## config.mk

```make
export PLATFORM = sky130hd
export DESIGN_NAME = io_port_access_filter
export DESIGN_NICKNAME = d
export VERILOG_FILES = /design/src/rtl/iopaf_pkg.sv /design/src/rtl/iopaf_ram.sv /design/src/rtl/io_port_access_filter.sv
export SDC_FILE = /design/constraint.sdc
export NUM_CORES = 2
export LEC_CHECK = 0
export BUFFER_PORTS_ARGS = -buffer_cell sky130_fd_sc_hd__buf_2
export CAP_MARGIN = 40
export CORE_ASPECT_RATIO = 2
export CORE_MARGIN = 2
export CORE_UTILIZATION = 40
export DETAILED_ROUTE_END_ITERATION = 8
export PLACE_DENSITY = 0.63
export SLEW_MARGIN = 20
export SYNTH_ARGS = -nofsm -noshare
export SYNTH_HDL_FRONTEND = slang
export SYNTH_HIERARCHICAL = 1
export SYNTH_SLANG_ARGS = --single-unit
```

## constraint.sdc

```tcl
create_clock -name i_clk -period 26.2 [get_ports i_clk]
set_clock_uncertainty 0.2 [all_clocks]
set_input_delay 3.93 -clock i_clk [delete_from_list [all_inputs] [get_ports i_clk]]
set_output_delay 3.93 -clock i_clk [all_outputs]
set_load 0.01 [all_outputs]
```

## src/rtl/iopaf_pkg.sv

```systemverilog
// iopaf_pkg: opcodes, status codes, entry kinds and the table entry layout
// for the io port access filter; depends on nothing
`default_nettype none

package iopaf_pkg;

    localparam int OP_W     = 2;
    localparam int STATUS_W = 2;
    localparam int WORD_W   = 32;
    localparam int SLOT_W   = 4;
    localparam int COUNT_W  = 16;
    localparam int CFG_W    = 5;

    localparam logic [OP_W-1:0] OP_READ   = 2'd0;
    localparam logic [OP_W-1:0] OP_WRITE  = 2'd1;
    localparam logic [OP_W-1:0] OP_LOAD   = 2'd2;
    localparam logic [OP_W-1:0] OP_UNUSED = 2'd3;

    localparam logic [STATUS_W-1:0] ST_OK      = 2'd0;
    localparam logic [STATUS_W-1:0] ST_INVALID = 2'd1;
    localparam logic [STATUS_W-1:0] ST_PERM    = 2'd2;

    localparam logic KIND_RANGE      = 1'b0;
    localparam logic KIND_RESTRICTED = 1'b1;

    localparam logic [1:0]        ALIGN_MASK = 2'b11;
    localparam logic [WORD_W-1:0] ALL_ONES   = '1;

    typedef struct packed {
        logic               kind;
        logic [WORD_W-1:0]  address;
        logic [WORD_W-1:0]  mask;
        logic [COUNT_W-1:0] count;
    } t_entry;

    localparam int ENTRY_W = $bits(t_entry);

endpackage

`default_nettype wire

```

## src/rtl/iopaf_ram.sv

```systemverilog
// iopaf_ram: generic single-write, single-read ram with registered read data
// standalone, no package dependencies
`default_nettype none

module iopaf_ram #(
    parameter int WIDTH = 8,
    parameter int DEPTH = 16,
    localparam int AW = (DEPTH > 1) ? $clog2(DEPTH) : 1
) (
    input  wire logic             i_clk,
    input  wire logic             i_we,
    input  wire logic [AW-1:0]    i_waddr,
    input  wire logic [WIDTH-1:0] i_wdata,
    input  wire logic [AW-1:0]    i_raddr,
    output logic      [WIDTH-1:0] o_rdata
);

    logic [WIDTH-1:0] r_mem [DEPTH];
    logic [WIDTH-1:0] r_rdata;

    always_ff @(posedge i_clk) begin
        if (i_we) begin
            r_mem[i_waddr] <= i_wdata;
        end
        r_rdata <= r_mem[i_raddr];
    end

    assign o_rdata = r_rdata;

endmodule

`default_nettype wire

```

## src/rtl/io_port_access_filter.sv

```systemverilog
// io_port_access_filter: top level, binary search of a sorted port table held
// in one iopaf_ram instance; depends on iopaf_pkg and iopaf_ram
`default_nettype none

// One item is handled at a time. A load, a misaligned access or the unused
// opcode goes from acceptance straight to the result state; a read or write
// first makes binary search probes in the wait state, at most
// ceil(log2(min(entries_in_use, TABLE_DEPTH) + 1)) probes (five for a full
// sixteen-entry table), one table ram read per probe. The result sits in an
// output register, so the next item is accepted while it waits. Table entries
// must be loaded before a search reaches them.
module io_port_access_filter #(
    parameter int TABLE_DEPTH = 16
) (
    input  wire logic                              i_clk,
    input  wire logic                              i_rst_n,
    input  wire logic                              i_cfg_wr_en,
    input  wire logic [iopaf_pkg::CFG_W-1:0]       i_cfg_wr_data,
    input  wire logic                              i_valid,
    output logic                                   o_ready,
    input  wire logic [iopaf_pkg::OP_W-1:0]        i_op,
    input  wire logic [iopaf_pkg::WORD_W-1:0]      i_port_address,
    input  wire logic [iopaf_pkg::WORD_W-1:0]      i_write_value,
    input  wire logic [iopaf_pkg::WORD_W-1:0]      i_port_current,
    input  wire logic [iopaf_pkg::SLOT_W-1:0]      i_slot,
    input  wire logic                              i_slot_kind,
    input  wire logic [iopaf_pkg::WORD_W-1:0]      i_slot_start,
    input  wire logic [iopaf_pkg::WORD_W-1:0]      i_slot_bits,
    input  wire logic [iopaf_pkg::COUNT_W-1:0]     i_slot_words,
    output logic                                   o_valid,
    input  wire logic                              i_ready,
    output logic [iopaf_pkg::STATUS_W-1:0]         o_status,
    output logic [iopaf_pkg::WORD_W-1:0]           o_read_data,
    output logic                                   o_write_enable,
    output logic [iopaf_pkg::WORD_W-1:0]           o_write_data
);

    import iopaf_pkg::*;

    localparam int IW = (TABLE_DEPTH > 1) ? $clog2(TABLE_DEPTH) : 1;
    localparam int CW = $clog2(TABLE_DEPTH + 1);

    typedef enum logic [2:0] {
        S_IDLE   = 3'b001,
        S_WAIT   = 3'b010,
        S_RESULT = 3'b100
    } t_state;

    t_state r_state, n_state;

    logic [CFG_W-1:0] r_entries_in_use;

    logic [CW-1:0] r_lo, n_lo;
    logic [CW-1:0] r_hi, n_hi;
    logic [CW-1:0] r_mid, n_mid;
    logic [WORD_W-1:0] r_mask, n_mask;
    logic r_invalid, n_invalid;

    logic [OP_W-1:0]   r_op;
    logic [WORD_W-1:0] r_port;
    logic [WORD_W-1:0] r_wval;
    logic [WORD_W-1:0] r_cur;

    logic                r_out_valid;
    logic [STATUS_W-1:0] r_status;
    logic [WORD_W-1:0]   r_read_data;
    logic                r_write_enable;
    logic [WORD_W-1:0]   r_write_data;

    logic          accept;
    logic          out_load;
    logic [CW-1:0] hi_sat;
    logic [CW:0]   mid_sum;
    logic          slot_ok;
    logic          ram_we;
    t_entry        ram_wdata;
    t_entry        ram_rdata;
    logic [WORD_W:0] e_start;
    logic [WORD_W:0] e_end;
    logic [WORD_W:0] e_port;
    logic          e_hit;

    assign accept   = i_valid && o_ready;
    assign o_ready  = (r_state == S_IDLE);
    assign out_load = (r_state == S_RESULT) && (!r_out_valid || i_ready);

    assign hi_sat = (32'(r_entries_in_use) > 32'(TABLE_DEPTH)) ?
                    CW'(TABLE_DEPTH) : CW'(r_entries_in_use);
    assign slot_ok = 32'(i_slot) < 32'(TABLE_DEPTH);

    assign ram_we            = accept && (i_op == OP_LOAD) && slot_ok;
    assign ram_wdata.kind    = i_slot_kind;
    assign ram_wdata.address = i_slot_start;
    assign ram_wdata.mask    = i_slot_bits;
    assign ram_wdata.count   = i_slot_words;

    // probe of the entry read in the previous cycle, ends in 33 bits
    assign e_start = {1'b0, ram_rdata.address};
    assign e_port  = {1'b0, r_port};
    assign e_end   = (ram_rdata.kind == KIND_RESTRICTED) ?
                     e_start + 33'd4 :
                     e_start + {15'b0, ram_rdata.count, 2'b00};
    assign e_hit   = (e_port >= e_start) && (e_port < e_end);

    always_comb begin
        n_state   = r_state;
        n_lo      = r_lo;
        n_hi      = r_hi;
        n_mask    = r_mask;
        n_invalid = r_invalid;
        mid_sum   = {1'b0, r_lo} + {1'b0, r_hi};
        case (r_state)
            S_IDLE: begin
                mid_sum = {1'b0, hi_sat};
                if (accept) begin
                    n_lo      = '0;
                    n_hi      = hi_sat;
                    n_mask    = '0;
                    n_invalid = 1'b0;
                    n_state   = S_RESULT;
                    if (i_op == OP_LOAD) begin
                        n_invalid = 1'b0;
                    end else if (i_op == OP_UNUSED ||
                                 (i_port_address[1:0] & ALIGN_MASK) != 2'b00) begin
                        n_invalid = 1'b1;
                    end else if (hi_sat != '0) begin
                        n_state = S_WAIT;
                    end
                end
            end
            S_WAIT: begin
                if (e_hit) begin
                    n_mask  = (ram_rdata.kind == KIND_RESTRICTED) ?
                              ram_rdata.mask : ALL_ONES;
                    n_state = S_RESULT;
                end else begin
                    if (e_start > e_port) begin
                        n_hi = r_mid;
                    end else begin
                        n_lo = r_mid + CW'(1);
                    end
                    mid_sum = {1'b0, n_lo} + {1'b0, n_hi};
                    if (mid_sum[CW:1] >= n_hi) begin
                        n_mask  = '0;
                        n_state = S_RESULT;
                    end
                end
            end
            S_RESULT: begin
                if (out_load) begin
                    n_state = S_IDLE;
                end
            end
            default: begin
                n_state = S_IDLE;
            end
        endcase
        n_mid = mid_sum[CW:1];
    end

    iopaf_ram #(
        .WIDTH(ENTRY_W),
        .DEPTH(TABLE_DEPTH)
    ) u_table (
        .i_clk  (i_clk),
        .i_we   (ram_we),
        .i_waddr(IW'(i_slot)),
        .i_wdata(ram_wdata),
        .i_raddr(n_mid[IW-1:0]),
        .o_rdata(ram_rdata)
    );

    always_ff @(posedge i_clk) begin
        if (!i_rst_n) begin
            r_state          <= S_IDLE;
            r_entries_in_use <= '0;
            r_lo             <= '0;
            r_hi             <= '0;
            r_mid            <= '0;
            r_invalid        <= 1'b0;
            r_out_valid      <= 1'b0;
        end else begin
            r_state   <= n_state;
            r_lo      <= n_lo;
            r_hi      <= n_hi;
            r_mid     <= n_mid;
            r_invalid <= n_invalid;
            if (i_cfg_wr_en) begin
                r_entries_in_use <= i_cfg_wr_data;
            end
            if (out_load) begin
                r_out_valid <= 1'b1;
            end else if (i_ready) begin
                r_out_valid <= 1'b0;
            end
        end
    end

    always_ff @(posedge i_clk) begin
        r_mask <= n_mask;
        if (accept) begin
            r_op   <= i_op;
            r_port <= i_port_address;
            r_wval <= i_write_value;
            r_cur  <= i_port_current;
        end
        if (out_load) begin
            r_status       <= ST_OK;
            r_read_data    <= '0;
            r_write_enable <= 1'b0;
            r_write_data   <= '0;
            if (r_op == OP_LOAD) begin
                r_status <= ST_OK;
            end else if (r_invalid) begin
                r_status <= ST_INVALID;
            end else if (r_mask == '0) begin
                r_status <= ST_PERM;
            end else if (r_op == OP_READ) begin
                r_read_data <= r_cur & r_mask;
            end else begin
                r_write_enable <= 1'b1;
                r_write_data   <= (r_cur & ~r_mask) | (r_wval & r_mask);
            end
        end
    end

    assign o_valid        = r_out_valid;
    assign o_status       = r_status;
    assign o_read_data    = r_read_data;
    assign o_write_enable = r_write_enable;
    assign o_write_data   = r_write_data;

`ifndef ASSERT_OFF
    a_probe_in_window: assert property (@(posedge i_clk) disable iff (!i_rst_n)
        (r_state == S_WAIT) |-> (r_mid < r_hi && r_lo <= r_mid))
        else $error("search probe outside window");

    a_window_in_table: assert property (@(posedge i_clk) disable iff (!i_rst_n)
        (r_state == S_WAIT) |-> (32'(r_hi) <= 32'(TABLE_DEPTH)))
        else $error("search window beyond table");

    a_load_direct: assert property (@(posedge i_clk) disable iff (!i_rst_n)
        (accept && i_op == OP_LOAD) |=> (r_state == S_RESULT))
        else $error("load item did not go straight to result");

    a_error_clean: assert property (@(posedge i_clk) disable iff (!i_rst_n)
        (o_valid && o_status != ST_OK) |->
        (o_read_data == '0 && !o_write_enable && o_write_data == '0))
        else $error("error result carries data");

    a_write_only_ok: assert property (@(posedge i_clk) disable iff (!i_rst_n)
        (o_valid && o_write_enable) |-> (o_status == ST_OK && o_read_data == '0))
        else $error("port write with bad status or read data");
`endif

endmodule

`default_nettype wire

```

==> flow_summary.ini <==
[die]
die_x_um = 281.2
rows = 203
design.core.area_mm2 = 0.1527
start_util_pct = 40.27
dieArea_mm2 = 0.1570
ios = 262
die_y_um = 558.4

[setup_path]
slowest_stage = a221o_4
setup.worst_path.class = reg -> reg
worst-r2r-setup-slack_ps = 17450
critPathLaunchType = register
slowest_delay_ps = 650
crit_path_max_fanout = 88
end_kind = register
cp.arrival_ps = 9130
cp.required_ps = 26570

[power]
worst_ir_drop_vdd_mv = 0.04110
p_leak_nw = 23.16
cellPowerDensity_mw_per_mm2 = 81.05

[synth]
synth_nets = 3328
synth-edff-count = 1493
async_flop_share_pct = 0
ys_ff_latch = 1599
ys_types = 74
syn_avg_cell_area_um2 = 20.23
synthTopCellsByArea = edfxtp_1 73%, mux4_2 12%, dfxtp_1 3.5%
yosysWarnings = 6
yosysTopAreaCell = edfxtp_1
syn-instance-count = 3038
synth_flop_cell = edfxtp_1
seq_area_frac_synth_pct = 76.39
ys_top_cells_by_count = 1493 x edfxtp_1, 324 x mux4_2, 164 x a22oi_1
synth_top_area_share_pct = 72.94
synth_area_mm2 = 0.06147
synth_most_common_cell = edfxtp_1

[drt]
drc = 0
vias_per_cell = 5.505
drt_first_pass_iters = 5
vias = 30600
routedWlPerCell_um = 26.33
drt_wl_total_um = 146400
drt_iter0_markers = 2792
antenna_left = 0

[layout]
fin_util_pct = 46.14
final_nets = 3690
layout-drive-gt1-share_pct = 26.19
fin_cells = 5559
syn_to_final_growth_pct = 14.58
filler_cell_count = 12640

[global_routing]
antenna_found_initial = 40
grt_pass1_wl_um = 212200
grt_pass1_vias = 31530
grt_max_degree = 89
grt_overflow_total = 0
grt_use_total_pct = 18.56

[cts]
cts_tree = yes
post_cts_buffers = 0
cts_buffer_depth = 4
cts-hold-fix-buffers = 0
ctsRootBufferMaster = clkbuf_16
clkSinkCount = 1599
htreeDepth = 4
cts.clk_slew.worst_paths_ps = 70
cts-buffers-inserted = 145
clk_latency_ps = 780
cts_resized = 0

[sta]
slew_headroom_pct = 40.28
final_max_slew_viol_count = 0
fmax_mhz = 114.2
rsz0062_at_grt = no
layout_setup_ws_ps = 17450
finalSetupTns_ps = 0
tightest_slew_ps = 895.7
finalHoldViolCount = 0
period_needed_ps = 8754
setup_viol = 0
holdWs_ps = 301.1
period_share_pct = 33.41

[place]
dpl.hpwl_um = 84850
gp_congestion = 0.7854
place_ws_ps = 16920
post-place-cells = 5301
port_buffers = 261

[worst_hold_path]
hp-class = reg -> reg

[flow_run]
max_cap_violations = 0

[status]
outcome = completed
==> sequential cells by signal, summed over array words and instances (netlist names), 3 cells and up <==
register / flops
r_hi: 5
r_mask: 32
r_wval: 32
u_table/o_rdata: 81
r_cur: 32
r_lo: 5
r_port: 32
r_entries_in_use: 5
o_read_data: 32
r_mid: 5
o_write_data: 32
u_table/r_mem: 1296
r_state: 3
==> critical path: cells and delay by family (launching register included) <==
family,cells,cell delay (ps)
xor gates and xnor gates,1,140
adders and majority gates,2,400
and+or+nand+nor,6,1550
DFF,1,410
AOI/OAI and AO/OA,13,3520
buffers and inverters,5,1710
muxes,1,540
==> routing by layer <==
layer / up-vias / routed length [µm] / track usage (%) / share of wire (%)
met5: - / 326 / 0 / 0.22
met4: 52 / 4661 / 6.397 / 3.2
met3: 296 / 10310 / 3.976 / 7.0
met2: 1011 / 74050 / 32.07 / 51
met1: 16110 / 57030 / 23.02 / 39
li1: 13140 / - / - / -
==> final cells by class <==
class                      instances  area [µm²]  area share (%)
antenna                            8       20.02         0.02842
tap                             2050        2565           3.642
inverter                          84       317.8          0.4512
timing repair buffer             345        2404           3.413
clock inverter                    62       596.8          0.8474
sequential                      1599       46960           66.67
clock buffer                     186        3855           5.473
multi-input combinational       1225       13720           19.48
==> report_power, final <==
part,internal [mW],switching [mW]
registers,2.87,0.0624
logic,0.318,0.415
clock network,1.14,0.904
total,4.33,1.38
==> worst paths after layout <==
kind	startpoint	endpoint	depth (start not counted)
max reg2reg	u_table/o_rdata[80]$_DFF_P_	u_table/o_rdata[80]$_DFF_P_	28
min	r_lo[2]$_SDFFE_PN0P_	r_lo[2]$_SDFFE_PN0P_	2
max	u_table/o_rdata[80]$_DFF_P_	u_table/o_rdata[80]$_DFF_P_	28
min reg2reg	r_lo[2]$_SDFFE_PN0P_	r_lo[2]$_SDFFE_PN0P_	2
==> layout by cell type, fill, tap and decap left out, types with 11 or more instances in the layout <==
| master | count |
|---|---|
| nor2b_1 | 23 |
| nor2_1 | 73 |
| clkbuf_1 | 36 |
| a21oi_1 | 93 |
| nor2_4 | 14 |
| a21o_1 | 11 |
| clkinv_2 | 19 |
| mux4_2 | 324 |
| mux2i_1 | 42 |
| buf_12 | 12 |
| a22oi_1 | 164 |
| ha_1 | 94 |
| nor4_1 | 14 |
| xor2_1 | 17 |
| edfxtp_1 | 1493 |
| clkinv_1 | 16 |
| clkbuf_16 | 147 |
| dfxtp_1 | 105 |
| buf_16 | 16 |
| xnor2_1 | 18 |
| nand2_1 | 124 |
| inv_1 | 83 |
| buf_4 | 55 |
| nand3_1 | 16 |
| nand4_1 | 12 |
| o21ai_0 | 32 |
| nand2b_1 | 13 |
| and3_1 | 35 |
| buf_2 | 261 |
==> cells by family (layout without fill, tap and decap cells) <==
family,count (synthesis),in the layout,synth area share [%]
flops,1599,1599,76.39
buf+inv,214,677,1.584
compound gates,352,352,3.953
mux,368,368,12.59
other cells,0,8,0
fa+ha+maj,97,97,2.011
xor+xnor,35,35,0.4987
simple gates,373,373,2.972
==> through the flow <==
step / power (mW) / cell area (µm²)
floorplan: 3.472 / 61470
global placement: 3.704 / 65320
detailed placement: 3.729 / 65900
CTS: 5.767 / 70360
global route: 5.929 / 70420
finish: 5.708 / 70430
Note: power is estimated with default switching activity, not from simulation.
